File: src/sv/rotd_pkg.sv
// Shared types and constants for the RTP-over-TCP deframer.
`default_nettype none
package rotd_pkg;

  // Largest packet that fits the downstream buffer.
  localparam logic [15:0] BufferBytes = 16'd4096;
  // Fixed RTP header size; longer packets are handed on.
  localparam logic [15:0] HeaderBytes = 16'd12;
  // Packet byte positions that hold the SSRC, big-endian.
  localparam logic [15:0] SsrcFirst   = 16'd8;
  localparam logic [15:0] SsrcLast    = 16'd11;

  // Queue between the framing front end and the output stage.
  localparam int unsigned QueueDepth = 2;
  localparam int unsigned QueuePtrW  = $clog2(QueueDepth);
  localparam int unsigned QueueCntW  = $clog2(QueueDepth + 1);

  // One classified result as it travels through the queue.
  typedef struct packed {
    logic [7:0]  payload_byte;
    logic [15:0] byte_index;
    logic        last;
    logic [15:0] length;
    logic [31:0] ssrc;
    logic        long_enough;
    logic        empty_frame;
    logic        too_long;
  } rotd_entry_t;

  // Queue occupancy as seen by its neighbors.
  typedef struct packed {
    logic full;
    logic empty;
  } rotd_q_status_t;

endpackage
`default_nettype wire

File: src/sv/rtp_over_tcp_deframer.sv
// Top level of the RTP-over-TCP deframer: front end, result queue, output stage.
//
//   channel | direction | handshake                 | payload
//   --------+-----------+---------------------------+---------------------------------------
//   in      | input     | in_valid_i / in_ready_o   | stream_byte_i, new_connection_i
//   out     | output    | out_valid_o / out_ready_i | payload_byte_o, byte_index_o, last_o,
//           |           |                           | packet_length_o, source_id_o,
//           |           |                           | accepted_o, empty_frame_o, too_long_o
//
// One stream byte is taken per cycle while the queue has room; a payload byte is queued at its
// transfer edge, then loaded from the queue into the output register that drives the outputs.
// The two-entry queue sets the rate: the front end keeps taking bytes while it has room.
// Length-prefix bytes of a non-empty frame produce no result.
// Reset clears the framing state, empties the queue and drops the output valid.
// An output stall backs up into the queue; in_ready_o falls only once the queue is full.
`default_nettype none
module rtp_over_tcp_deframer import rotd_pkg::*; (
  input  wire logic        clk_i,
  input  wire logic        rst_ni,
  input  wire logic        in_valid_i,
  output logic             in_ready_o,
  input  wire logic [7:0]  stream_byte_i,
  input  wire logic        new_connection_i,
  output logic             out_valid_o,
  input  wire logic        out_ready_i,
  output logic [7:0]       payload_byte_o,
  output logic [15:0]      byte_index_o,
  output logic             last_o,
  output logic [15:0]      packet_length_o,
  output logic [31:0]      source_id_o,
  output logic             accepted_o,
  output logic             empty_frame_o,
  output logic             too_long_o
);

  logic           push;
  rotd_entry_t    push_entry;
  logic           pop;
  rotd_entry_t    head;
  rotd_q_status_t q_status;

  // Classify bytes and advance the framing state on each input transfer.
  rotd_front u_front (
    .clk_i            (clk_i),
    .rst_ni           (rst_ni),
    .in_valid_i       (in_valid_i),
    .in_ready_o       (in_ready_o),
    .stream_byte_i    (stream_byte_i),
    .new_connection_i (new_connection_i),
    .q_status_i       (q_status),
    .push_o           (push),
    .push_entry_o     (push_entry)
  );

  // Decouple the two sides so each may stall on its own.
  rotd_queue u_queue (
    .clk_i        (clk_i),
    .rst_ni       (rst_ni),
    .push_i       (push),
    .push_entry_i (push_entry),
    .pop_i        (pop),
    .head_o       (head),
    .status_o     (q_status)
  );

  // Format and hold each result until the output transfer.
  rotd_back u_back (
    .clk_i           (clk_i),
    .rst_ni          (rst_ni),
    .head_i          (head),
    .q_status_i      (q_status),
    .pop_o           (pop),
    .out_valid_o     (out_valid_o),
    .out_ready_i     (out_ready_i),
    .payload_byte_o  (payload_byte_o),
    .byte_index_o    (byte_index_o),
    .last_o          (last_o),
    .packet_length_o (packet_length_o),
    .source_id_o     (source_id_o),
    .accepted_o      (accepted_o),
    .empty_frame_o   (empty_frame_o),
    .too_long_o      (too_long_o)
  );

endmodule
`default_nettype wire

File: src/sv/rotd_front.sv
// Framing front end: tracks the length prefix and classifies each stream byte.
`default_nettype none
module rotd_front import rotd_pkg::*; (
  input  wire logic           clk_i,
  input  wire logic           rst_ni,
  input  wire logic           in_valid_i,
  output logic                in_ready_o,
  input  wire logic [7:0]     stream_byte_i,
  input  wire logic           new_connection_i,
  input  wire rotd_q_status_t q_status_i,
  output logic                push_o,
  output rotd_entry_t         push_entry_o
);

  typedef enum logic [1:0] {
    PH_LEN_HI  = 2'd0,
    PH_LEN_LO  = 2'd1,
    PH_PAYLOAD = 2'd2,
    PH_UNUSED  = 2'd3
  } phase_e;

  phase_e      phase_q, phase_d;
  logic [15:0] length_q, length_d;
  logic [15:0] seen_q, seen_d;
  logic [31:0] shift_q, shift_d;

  phase_e      cur_phase;
  logic [15:0] cur_length;
  logic [15:0] cur_seen;
  logic [31:0] cur_shift;
  logic [15:0] low_length;
  logic [16:0] next_index;
  logic        is_last;
  logic        accept;
  logic        emit;
  rotd_entry_t entry;

  assign in_ready_o = !q_status_i.full;
  assign accept     = in_valid_i && in_ready_o;

  always_comb begin
    // A new connection restarts framing before this byte is used.
    cur_phase  = new_connection_i ? PH_LEN_HI : phase_q;
    cur_length = new_connection_i ? 16'd0 : length_q;
    cur_seen   = new_connection_i ? 16'd0 : seen_q;
    cur_shift  = new_connection_i ? 32'd0 : shift_q;

    low_length = {cur_length[15:8], stream_byte_i};
    next_index = {1'b0, cur_seen} + 17'd1;
    is_last    = (next_index == {1'b0, cur_length});

    phase_d  = cur_phase;
    length_d = cur_length;
    seen_d   = cur_seen;
    shift_d  = cur_shift;
    emit     = 1'b0;
    entry    = '0;

    unique case (cur_phase)
      PH_LEN_LO: begin
        length_d = low_length;
        if (low_length == 16'd0) begin
          emit              = 1'b1;
          entry.last        = 1'b1;
          entry.empty_frame = 1'b1;
          phase_d           = PH_LEN_HI;
        end else begin
          seen_d  = 16'd0;
          shift_d = 32'd0;
          phase_d = PH_PAYLOAD;
        end
      end
      PH_PAYLOAD: begin
        if (cur_seen >= SsrcFirst && cur_seen <= SsrcLast) begin
          shift_d = {cur_shift[23:0], stream_byte_i};
        end
        emit               = 1'b1;
        entry.payload_byte = stream_byte_i;
        entry.byte_index   = cur_seen;
        entry.last         = is_last;
        entry.length       = cur_length;
        entry.ssrc         = shift_d;
        entry.long_enough  = (cur_length > HeaderBytes);
        entry.too_long     = (cur_length > BufferBytes);
        if (is_last) begin
          phase_d  = PH_LEN_HI;
          seen_d   = 16'd0;
          length_d = 16'd0;
        end else begin
          seen_d = next_index[15:0];
        end
      end
      default: begin
        // Length high byte; the unused code behaves the same way.
        length_d = {stream_byte_i, 8'h00};
        phase_d  = PH_LEN_LO;
      end
    endcase
  end

  assign push_o       = accept && emit;
  assign push_entry_o = entry;

  always_ff @(posedge clk_i or negedge rst_ni) begin
    if (!rst_ni) begin
      phase_q  <= PH_LEN_HI;
      length_q <= 16'd0;
      seen_q   <= 16'd0;
      shift_q  <= 32'd0;
    end else if (accept) begin
      phase_q  <= phase_d;
      length_q <= length_d;
      seen_q   <= seen_d;
      shift_q  <= shift_d;
    end
  end

endmodule
`default_nettype wire

File: src/sv/rotd_queue.sv
// Short result queue between the front end and the output stage.
`default_nettype none
module rotd_queue import rotd_pkg::*; (
  input  wire logic         clk_i,
  input  wire logic         rst_ni,
  input  wire logic         push_i,
  input  wire rotd_entry_t  push_entry_i,
  input  wire logic         pop_i,
  output rotd_entry_t       head_o,
  output rotd_q_status_t    status_o
);

  rotd_entry_t          mem_q [QueueDepth];
  logic [QueuePtrW-1:0] wr_ptr_q, rd_ptr_q;
  logic [QueueCntW-1:0] count_q;
  logic                 do_push, do_pop;

  assign status_o.full  = (count_q == QueueCntW'(QueueDepth));
  assign status_o.empty = (count_q == '0);
  assign do_push        = push_i && !status_o.full;
  assign do_pop         = pop_i && !status_o.empty;
  assign head_o         = mem_q[rd_ptr_q];

  always_ff @(posedge clk_i) begin
    if (do_push) begin
      mem_q[wr_ptr_q] <= push_entry_i;
    end
  end

  always_ff @(posedge clk_i or negedge rst_ni) begin
    if (!rst_ni) begin
      wr_ptr_q <= '0;
      rd_ptr_q <= '0;
      count_q  <= '0;
    end else begin
      if (do_push) begin
        wr_ptr_q <= (wr_ptr_q == QueuePtrW'(QueueDepth - 1)) ? '0 : wr_ptr_q + 1'b1;
      end
      if (do_pop) begin
        rd_ptr_q <= (rd_ptr_q == QueuePtrW'(QueueDepth - 1)) ? '0 : rd_ptr_q + 1'b1;
      end
      unique case ({do_push, do_pop})
        2'b10:   count_q <= count_q + 1'b1;
        2'b01:   count_q <= count_q - 1'b1;
        default: count_q <= count_q;
      endcase
    end
  end

endmodule
`default_nettype wire

File: src/sv/rotd_back.sv
// Output stage: formats queued results and holds them until transferred.
`default_nettype none
module rotd_back import rotd_pkg::*; (
  input  wire logic           clk_i,
  input  wire logic           rst_ni,
  input  wire rotd_entry_t    head_i,
  input  wire rotd_q_status_t q_status_i,
  output logic                pop_o,
  output logic                out_valid_o,
  input  wire logic           out_ready_i,
  output logic [7:0]          payload_byte_o,
  output logic [15:0]         byte_index_o,
  output logic                last_o,
  output logic [15:0]         packet_length_o,
  output logic [31:0]         source_id_o,
  output logic                accepted_o,
  output logic                empty_frame_o,
  output logic                too_long_o
);

  logic        valid_q;
  logic [7:0]  byte_q;
  logic [15:0] index_q;
  logic        last_q;
  logic [15:0] length_q;
  logic [31:0] ssrc_q;
  logic        accepted_q;
  logic        empty_q;
  logic        too_long_q;
  logic        hand_on;

  // Load a new result whenever the output register is free or draining.
  assign pop_o   = !q_status_i.empty && (!valid_q || out_ready_i);
  assign hand_on = head_i.last && head_i.long_enough;

  always_ff @(posedge clk_i or negedge rst_ni) begin
    if (!rst_ni) begin
      valid_q <= 1'b0;
    end else if (pop_o) begin
      valid_q <= 1'b1;
    end else if (out_ready_i) begin
      valid_q <= 1'b0;
    end
  end

  // Length and SSRC only show on the last byte; drop them elsewhere.
  always_ff @(posedge clk_i) begin
    if (pop_o) begin
      byte_q     <= head_i.payload_byte;
      index_q    <= head_i.byte_index;
      last_q     <= head_i.last;
      length_q   <= head_i.last ? head_i.length : 16'd0;
      ssrc_q     <= hand_on ? head_i.ssrc : 32'd0;
      accepted_q <= hand_on;
      empty_q    <= head_i.empty_frame;
      too_long_q <= head_i.too_long;
    end
  end

  assign out_valid_o     = valid_q;
  assign payload_byte_o  = byte_q;
  assign byte_index_o    = index_q;
  assign last_o          = last_q;
  assign packet_length_o = length_q;
  assign source_id_o     = ssrc_q;
  assign accepted_o      = accepted_q;
  assign empty_frame_o   = empty_q;
  assign too_long_o      = too_long_q;

endmodule
`default_nettype wire

File: config.mk
export PLATFORM = sky130hd
export DESIGN_NAME = rtp_over_tcp_deframer
export DESIGN_NICKNAME = d
export VERILOG_FILES = /design/src/sv/rotd_pkg.sv /design/src/sv/rtp_over_tcp_deframer.sv /design/src/sv/rotd_front.sv /design/src/sv/rotd_queue.sv /design/src/sv/rotd_back.sv
export SDC_FILE = /design/constraint.sdc
export NUM_CORES = 1
export LEC_CHECK = 0
export BUFFER_PORTS_ARGS = -buffer_cell sky130_fd_sc_hd__buf_2
export CAP_MARGIN = 20
export CORE_UTILIZATION = 55
export CTS_BUF_LIST = sky130_fd_sc_hd__clkbuf_8
export DETAILED_ROUTE_END_ITERATION = 8
export GPL_TIMING_DRIVEN = 0
export PLACE_DENSITY_LB_ADDON = 0.08
export SETUP_SLACK_MARGIN = 0.2
export SLEW_MARGIN = 15
export SYNTH_ARGS = -nofsm -noshare
export SYNTH_HDL_FRONTEND = slang
export SYNTH_SLANG_ARGS = --single-unit
File: constraint.sdc
create_clock -name clk_i -period 11.82 [get_ports clk_i]
set_clock_uncertainty 0.05 [all_clocks]
set_input_delay 0.591 -clock clk_i [delete_from_list [all_inputs] [get_ports clk_i]]
set_output_delay 0.591 -clock clk_i [all_outputs]
set_load 0.005 [all_outputs]
==> impl_metrics.csv, run 1 <==
group,metric,value,unit
run_status,outcome,"complete, but fails checks",
run_status,failed_checks,"design-rule violations",
sta,report.final.setup_viol,0,
sta,timing.final.max_slew_violations,0,
yosys,synth_cells,920,
yosys,yosys_warnings,0,
run,cap_violations,0,
pwr,cell_internal_pwr,1990,uW
worst_setup_path,cp_startpoint,"new_connection_i",
sta,finalSetupTns,0,ns
die,std_cell_rows,54,
clock_network,clkLatencyLatePin,0.55,ns
place,finalWeightedCongestion,0.937,
pwr,p_per_area,193,mW/mm2
die,floorplan.die.width,152,um
sta,achievable-frequency,191,MHz
worst_setup_path,crit_slowest_cell,"sky130_fd_sc_hd__or4_1",
pwr,power.switching_fraction,0.288,
final_layout,layout_common_cells,"228 x sky130_fd_sc_hd__edfxtp_1, 97 x sky130_fd_sc_hd__buf_2, 86 x sky130_fd_sc_hd__nor2_1, 84 x sky130_fd_sc_hd__nand2_1, 71 x sky130_fd_sc_hd__dfrtp_1",
yosys,async_set_or_reset_register_ratio_after_synthesis,0.237,
worst_setup_path,worstPathArrival,5.66,ns
detailed_routing,detail-route-antenna-nets,0,
worst_setup_path,r2r_end,"u_queue.mem_q[0][36]",
clock_network,clkTransAtPathRegs,0.06,ns
yosys,ys_top_cells_by_area,"sky130_fd_sc_hd__edfxtp_1 55%, sky130_fd_sc_hd__dfrtp_1 14%, sky130_fd_sc_hd__mux2i_1 4.0%",
sta,period_minus_slack,5.24,ns
clock_network,max_h_tree_level,2,
global_route,grt_use_total,0.244,
detailed_routing,drt_iter0_markers,672,
yosys,avgSynthCellArea,13.5,um2
yosys,number_of_flops_mapped_to_enable_cells_by_yosys,228,
sta,hold_viol_final,0,
detailed_routing,postRouteWirelength,27.5,mm
yosys,postSynthNetCount,938,
die,initial_core_util,0.565,
worst_setup_path,cp_slowest_stage_delay,0.65,ns
hold_path,hold_path.startpoint,"out_ready_i",
detailed_routing,drt_drc_violations_left,9,
place,detailed_place.area,0.0135,mm2
worst_setup_path,timing.reg2reg.worst_path_depth,7,
worst_setup_path,critPathRequiredTime,12.23,ns
hold_path,hold_path_class,"in2reg",
pwr,power.share.combinational,0.208,
global_route,grt_pass1_wl,43.6,mm
sta,worstMarginPinSlew,0.892,ns
final_layout,final_design_area_no_fill,0.0145,mm2
pwr,clock_power_share,0.308,
final_layout,final_common_cell,"sky130_fd_sc_hd__edfxtp_1",
sta,grt_setup_unrepaired,"no",
pwr,seqPwrFrac,0.484,
sta,finalCritPeriodShare,0.444,
worst_setup_path,timing.critical_path.fanout_max,10,
worst_setup_path,r2r-start,"u_front.length_q[13]",
detailed_routing,avgRoutedWirePerCell,19.8,um
global_route,grt_start_max_net_pins,39,
detailed_routing,1st_pass_router_iterations,7,
detailed_routing,vias_after_detailed_routing,7988,
place,hpwl,18.8,mm
worst_setup_path,cp_num_buf_inv,8,
place,placedCellCount,1300,
clock_network,ctsResizeCount,0,
die,core_area,0.0220,mm2
worst_setup_path,reg2reg_setup_slack,7.90,ns
final_layout,area_delta_synth_final,16.2,%
worst_setup_path,worst-setup-path-type,"in2reg",
pwr,worst_ir_drop_vdd,0.139,mV
sta,whs,0.182,ns
die,die-height,152,um
pwr,power_leakage,0.00544,uW
clock_network,cts_tree,"built",
yosys,synth.lib_cells_used.distinct,57,
clock_network,post_cts_buffers,0,
clock_network,numClockSinks,299,
global_route,vias_in_the_first_global_route,7722,
detailed_routing,detail_route.vias_per_cell,5.76,
die,ios,91,
final_layout,drive_gt1_frac,0.193,
sta,max_slew_margin,0.399,
place,port-buffer-count,90,
global_route,gr-total-overflow,0,
die,die_area,0.0232,mm2
clock_network,clock_tree.root_cell,"sky130_fd_sc_hd__clkbuf_8",
worst_setup_path,crit_path_start_kind,"input port",
hold_path,hold_crit_depth,2,
yosys,number_of_synthesized_register_bits,299,
worst_setup_path,crit_family,"buffers and inverters",
hold_path,timing.hold.worst_endpoint,"u_back.out_valid_o",
yosys,postSynth.topFlopCell,"sky130_fd_sc_hd__edfxtp_1",
final_layout,diodes,0,
global_route,initial_antenna_violation_count,0,
yosys,netlist.top_cell.by_area,"sky130_fd_sc_hd__edfxtp_1",
worst_setup_path,timing.critical_path.cells,"buf_2, clkbuf_1, inv_1, clkbuf_1, clkbuf_1, clkbuf_1, nand2_1, inv_1, ha_1, nand3b_1, or4_1, nand3_1, a22o_1, o41ai_4, a211oi_4, buf_2, nand4_1, o211ai_1",
pwr,power,2790,uW
clock_network,cts_max_path_buffers,3,
yosys,portion_of_the_post_synthesis_area_used_by_sequential_elements,0.693,
yosys,synth.cell_area,0.0124,mm2
worst_setup_path,timing.critical_path.mode_cell,"sky130_fd_sc_hd__clkbuf_1",
clock_network,cts_made_buffers,47,
worst_setup_path,timing.critical_path.to_type,"register",
pwr,total_switching_power,803,uW
yosys,post-synth-top-area-fraction,0.550,
final_layout,finish.net_count,1088,
final_layout,finalNonFillerCells,1386,
[worst max-delay path by stage]
stage | endpoint | slack (ns) | cells after the start
2_1_floorplan | u_queue.mem_q[0][0] | 5.85 | 9
3_5_place_dp | u_front.seen_q[9] | 6.07 | 18
6_report | u_front.seen_q[9] | 6.58 | 18
3_3_place_gp | u_queue.mem_q[0][73] | 2.75 | 10
5_1_grt | u_front.seen_q[11] | 6.18 | 18
4_1_cts | u_front.seen_q[9] | 6.62 | 18
[sequential cells by signal, indices dropped and copies added (netlist names), 8 cells and up]
register                flops
u_back.packet_length_o     16
u_back.payload_byte_o       8
u_queue.mem_q             152
u_front.length_q           16
u_front.seen_q             16
u_back.source_id_o         32
u_front.shift_q            32
u_back.byte_index_o        16
[cell families (layout without fill, tap and decap cells)]
logic type | after synthesis | after routing | share of synthesized area
buffers and inverters | 78 | 264 | 0.0246
adders and majority gates | 5 | 5 | 0.00503
xor gates and xnor gates | 26 | 26 | 0.0183
and+or+nand+nor | 281 | 281 | 0.109
muxes | 77 | 77 | 0.0647
AOI/OAI and AO/OA | 154 | 154 | 0.0853
DFF | 299 | 299 | 0.693
[power groups by stage]
stage               logic, uW  registers [uW]  clock network [uW]
floorplan                 340            1380                   0
global placement          546            1390                   0
detailed placement        583            1370                   0
CTS                       586            1350                 877
global route              634            1360                 926
finish                    581            1350                 861
[cell type report]
type | instances | area, um2
inverter | 22 | 82.6
buffer | 56 | 224
clock inverter | 33 | 220
sequential | 299 | 8620
tap | 280 | 350
timing repair buffer | 101 | 708
fill | 1665 | 7560
clock buffer | 52 | 716
multi-input combinational | 543 | 3540
[per-stage QoR]
stage	utilization	setup slack, ns
3_5_place_dp	0.614	6.07
3_3_place_gp	0.601	2.75
2_1_floorplan	-	5.85
5_1_grt	0.657	6.18
4_1_cts	0.657	6.62
6_report	0.657	6.58
[metal layers]
layer  vias up  GRT usage  wire length (um)
li1       3714          -                 -
met2       301      0.361             12200
met5         -          0                 0
met4         0     0.0831               628
met1      3919      0.361             12800
met3        54     0.0501              1850
[synthesized netlist by cell type, types with 2 or more instances]
master	count
sky130_fd_sc_hd__nor4_1	11
sky130_fd_sc_hd__clkbuf_1	41
sky130_fd_sc_hd__or3_1	3
sky130_fd_sc_hd__and3_1	34
sky130_fd_sc_hd__nand4b_1	5
sky130_fd_sc_hd__buf_1	6
sky130_fd_sc_hd__nand2_1	84
sky130_fd_sc_hd__a21o_1	2
sky130_fd_sc_hd__and2_1	10
sky130_fd_sc_hd__buf_2	8
sky130_fd_sc_hd__o21ai_1	9
sky130_fd_sc_hd__ha_1	5
sky130_fd_sc_hd__xnor2_1	14
sky130_fd_sc_hd__nor2b_1	4
sky130_fd_sc_hd__xor2_1	12
sky130_fd_sc_hd__dfrtp_1	71
sky130_fd_sc_hd__nor3_1	6
sky130_fd_sc_hd__o211ai_1	5
sky130_fd_sc_hd__a22oi_1	16
sky130_fd_sc_hd__a22o_1	35
sky130_fd_sc_hd__a21oi_1	43
sky130_fd_sc_hd__inv_1	22
sky130_fd_sc_hd__mux2i_1	50
sky130_fd_sc_hd__or2_2	3
sky130_fd_sc_hd__o21ai_0	20
sky130_fd_sc_hd__nand3_1	10
sky130_fd_sc_hd__a31oi_1	6
sky130_fd_sc_hd__mux2_2	27
sky130_fd_sc_hd__o21a_1	2
sky130_fd_sc_hd__nand4_1	9
sky130_fd_sc_hd__nor2_1	88
sky130_fd_sc_hd__edfxtp_1	228
sky130_fd_sc_hd__nand2b_1	3
sky130_fd_sc_hd__a41oi_1	2
sky130_fd_sc_hd__nand3b_1	4
[timing repair]
item	4_1_cts	5_1_grt
hold buffers	1	0
endpoints found under the setup margin	0	0
hold endpoints to repair	33	0
No activity file was read; power rests on OpenSTA's default activity.
==> run 2, diff against run 1 <==
==> constraint.sdc (replaced) <==
create_clock -name clk_i -period 4.55 [get_ports clk_i]
set_clock_uncertainty 0.05 [all_clocks]
set_input_delay 0.2275 -clock clk_i [delete_from_list [all_inputs] [get_ports clk_i]]
set_output_delay 0.2275 -clock clk_i [all_outputs]
set_load 0.005 [all_outputs]
==> run 2 against run 1 <==
The run still ends with design-rule violations left. Global-route usage is essentially flat. Sequential power grew to 2.6 times the previous value. Cell count increased by 1.4%. Worst setup slack lost 6.2 ns. Count of clock-buffer cells in the layout is 2 lower. Utilization is 0.41 points higher.
==> impl_metrics.csv, run 2 (synthesized netlist as in run 1, its figures left out) <==
group,metric,value,unit
run_status,outcome,"complete, but fails checks",
run_status,failed_checks,"design-rule violations",
final_layout,area_delta_synth_final,17.0,%
run,cap_violations,0,
sta,max_slew_margin,0.324,
clock_network,cts_tree,"built",
sta,worstMarginPinSlew,1.00,ns
sta,achievable-frequency,242,MHz
clock_network,clock_tree.root_cell,"sky130_fd_sc_hd__clkbuf_8",
clock_network,clkTransAtPathRegs,0.06,ns
sta,whs,0.0293,ns
die,ios,91,
detailed_routing,1st_pass_router_iterations,7,
detailed_routing,detail_route.vias_per_cell,5.73,
worst_setup_path,worstPathArrival,4.33,ns
clock_network,cts_max_path_buffers,3,
clock_network,clkLatencyLatePin,0.57,ns
final_layout,finish.net_count,1105,
die,floorplan.die.width,152,um
place,placedCellCount,1300,
pwr,worst_ir_drop_vdd,0.449,mV
final_layout,drive_gt1_frac,0.194,
place,port-buffer-count,90,
pwr,power_leakage,0.00551,uW
worst_setup_path,worst-setup-path-type,"in2reg",
clock_network,max_h_tree_level,2,
sta,period_minus_slack,4.13,ns
detailed_routing,drt_iter0_markers,725,
global_route,grt_use_total,0.243,
die,std_cell_rows,54,
sta,report.final.setup_viol,0,
final_layout,finalNonFillerCells,1405,
die,initial_core_util,0.565,
sta,timing.final.max_slew_violations,0,
sta,slack_of_the_critical_path,0.422,ns
worst_setup_path,critPathRequiredTime,4.76,ns
final_layout,registers.top_by_ff_count,"u_queue.mem_q",
detailed_routing,detail-route-antenna-nets,0,
die,core_area,0.0220,mm2
detailed_routing,avgRoutedWirePerCell,19.9,um
worst_setup_path,crit_path_start_kind,"input port",
place,place_ws,-0.842,ns
place,hpwl,18.8,mm
clock_network,numClockSinks,299,
global_route,grt_start_max_net_pins,57,
clock_network,cts_made_buffers,47,
worst_setup_path,timing.critical_path.to_type,"register",
global_route,vias_in_the_first_global_route,7647,
final_layout,largest_register_ffs,152,
final_layout,layout_common_cells,"228 x sky130_fd_sc_hd__edfxtp_1, 96 x sky130_fd_sc_hd__buf_2, 86 x sky130_fd_sc_hd__nor2_1, 84 x sky130_fd_sc_hd__nand2_1, 71 x sky130_fd_sc_hd__dfrtp_1",
worst_setup_path,timing.critical_path.fanout_max,23,
detailed_routing,drt_drc_violations_left,10,
global_route,gr-total-overflow,0,
place,finalWeightedCongestion,0.932,
die,die_area,0.0232,mm2
sta,grt_setup_unrepaired,"no",
detailed_routing,vias_after_detailed_routing,8050,
pwr,p_per_area,485,mW/mm2
hold_path,hold_path_class,"in2async",
final_layout,final_common_cell,"sky130_fd_sc_hd__edfxtp_1",
detailed_routing,postRouteWirelength,27.9,mm
sta,hold_viol_final,0,
final_layout,diodes,0,
global_route,grt_pass1_wl,43.5,mm
global_route,initial_antenna_violation_count,0,
die,die-height,152,um
sta,finalCritPeriodShare,0.907,
-- run 2: changes by cell type in the layout (fill, tap and decap cells not counted), sizes merged --
cell,previous run,this run
buf,115,122
inv,40,49
bufinv,3,0
dlygate4sd3,1,10
clkbuf,93,92
clkinvlp,2,0
-- run 2: through the flow --
step / total power (uW) / utilization / setup TNS, ns / instance area, um2
after floorplan: 4450 / - / -160.11 / 12400
after global placement: 4990 / 0.601 / -676.16 / 13200
after detailed placement: 5080 / 0.614 / -30.68 / 13500
after CTS: 7110 / 0.657 / 0 / 14500
after global routing: 7390 / 0.661 / 0 / 14600
final: 7060 / 0.661 / 0 / 14600
-- run 2: cell type report --
type / count / area [um2]
well taps: 280 / 350
fillers: 1684 / 7470
inverters: 22 / 82.6
repair buffers: 118 / 873
clock inverters: 37 / 150
plain buffers: 56 / 233
multi-input cells: 543 / 3550
clock buffers: 50 / 688
flip-flops and latches: 299 / 8620
-- run 2: layer usage --
metal	vias up	part of all wire	wire, um	GRT usage
met3	48	0.063	1750	0.0418
li1	3756	-	-	-
met4	0	0.019	531	0.0695
met2	295	0.45	12500	0.364
met1	3951	0.47	13100	0.368
met5	-	0	0	0
-- run 2: worst paths after layout --
| kind | from | to | slack, ns | cells past startpoint |
|---|---|---|---|---|
| max | new_connection_i | u_queue.mem_q[0][49] | 0.42 | 12 |
| min | rst_ni | u_front.shift_q[27] | 0.03 | 2 |
| max reg2reg | u_front.length_q[13] | u_queue.mem_q[0][49] | 0.57 | 7 |
| min reg2reg | u_front.phase_q[0] | u_front.phase_q[0] | 0.43 | 1 |
| max in group asynchronous | rst_ni | u_front.seen_q[11] | 3.83 | 3 |
| min in group clk_i | in_valid_i | u_front.seen_q[7] | 0.25 | 5 |
-- run 2: critical path: stages --
cell	delay, ns
sky130_fd_sc_hd__buf_2	0.15
sky130_fd_sc_hd__clkbuf_1	0.47
sky130_fd_sc_hd__inv_2	0.20
sky130_fd_sc_hd__clkbuf_1	0.32
sky130_fd_sc_hd__nand2_1	0.16
sky130_fd_sc_hd__ha_1	0.22
sky130_fd_sc_hd__inv_1	0.09
sky130_fd_sc_hd__nor3_1	0.76
sky130_fd_sc_hd__o21ai_0	0.56
sky130_fd_sc_hd__nor2_4	0.71
sky130_fd_sc_hd__buf_16	0.25
sky130_fd_sc_hd__buf_16	0.19
-- run 2: repair_timing --
item	CTS	global route
gates cloned	0	0
gates resized for setup	3	7
setup buffers	0	8
hold endpoints to repair	80	0
setup endpoints to repair	35	56
pin swaps	2	3
hold buffers	10	0
-- run 2: power breakdown --
part           switching [uW]  total, uW  internal (uW)
Combinational             907       1530            620
Sequential                173       3510           3340
Clock                    1000       2020           1010
Total                    2080       7060           4970
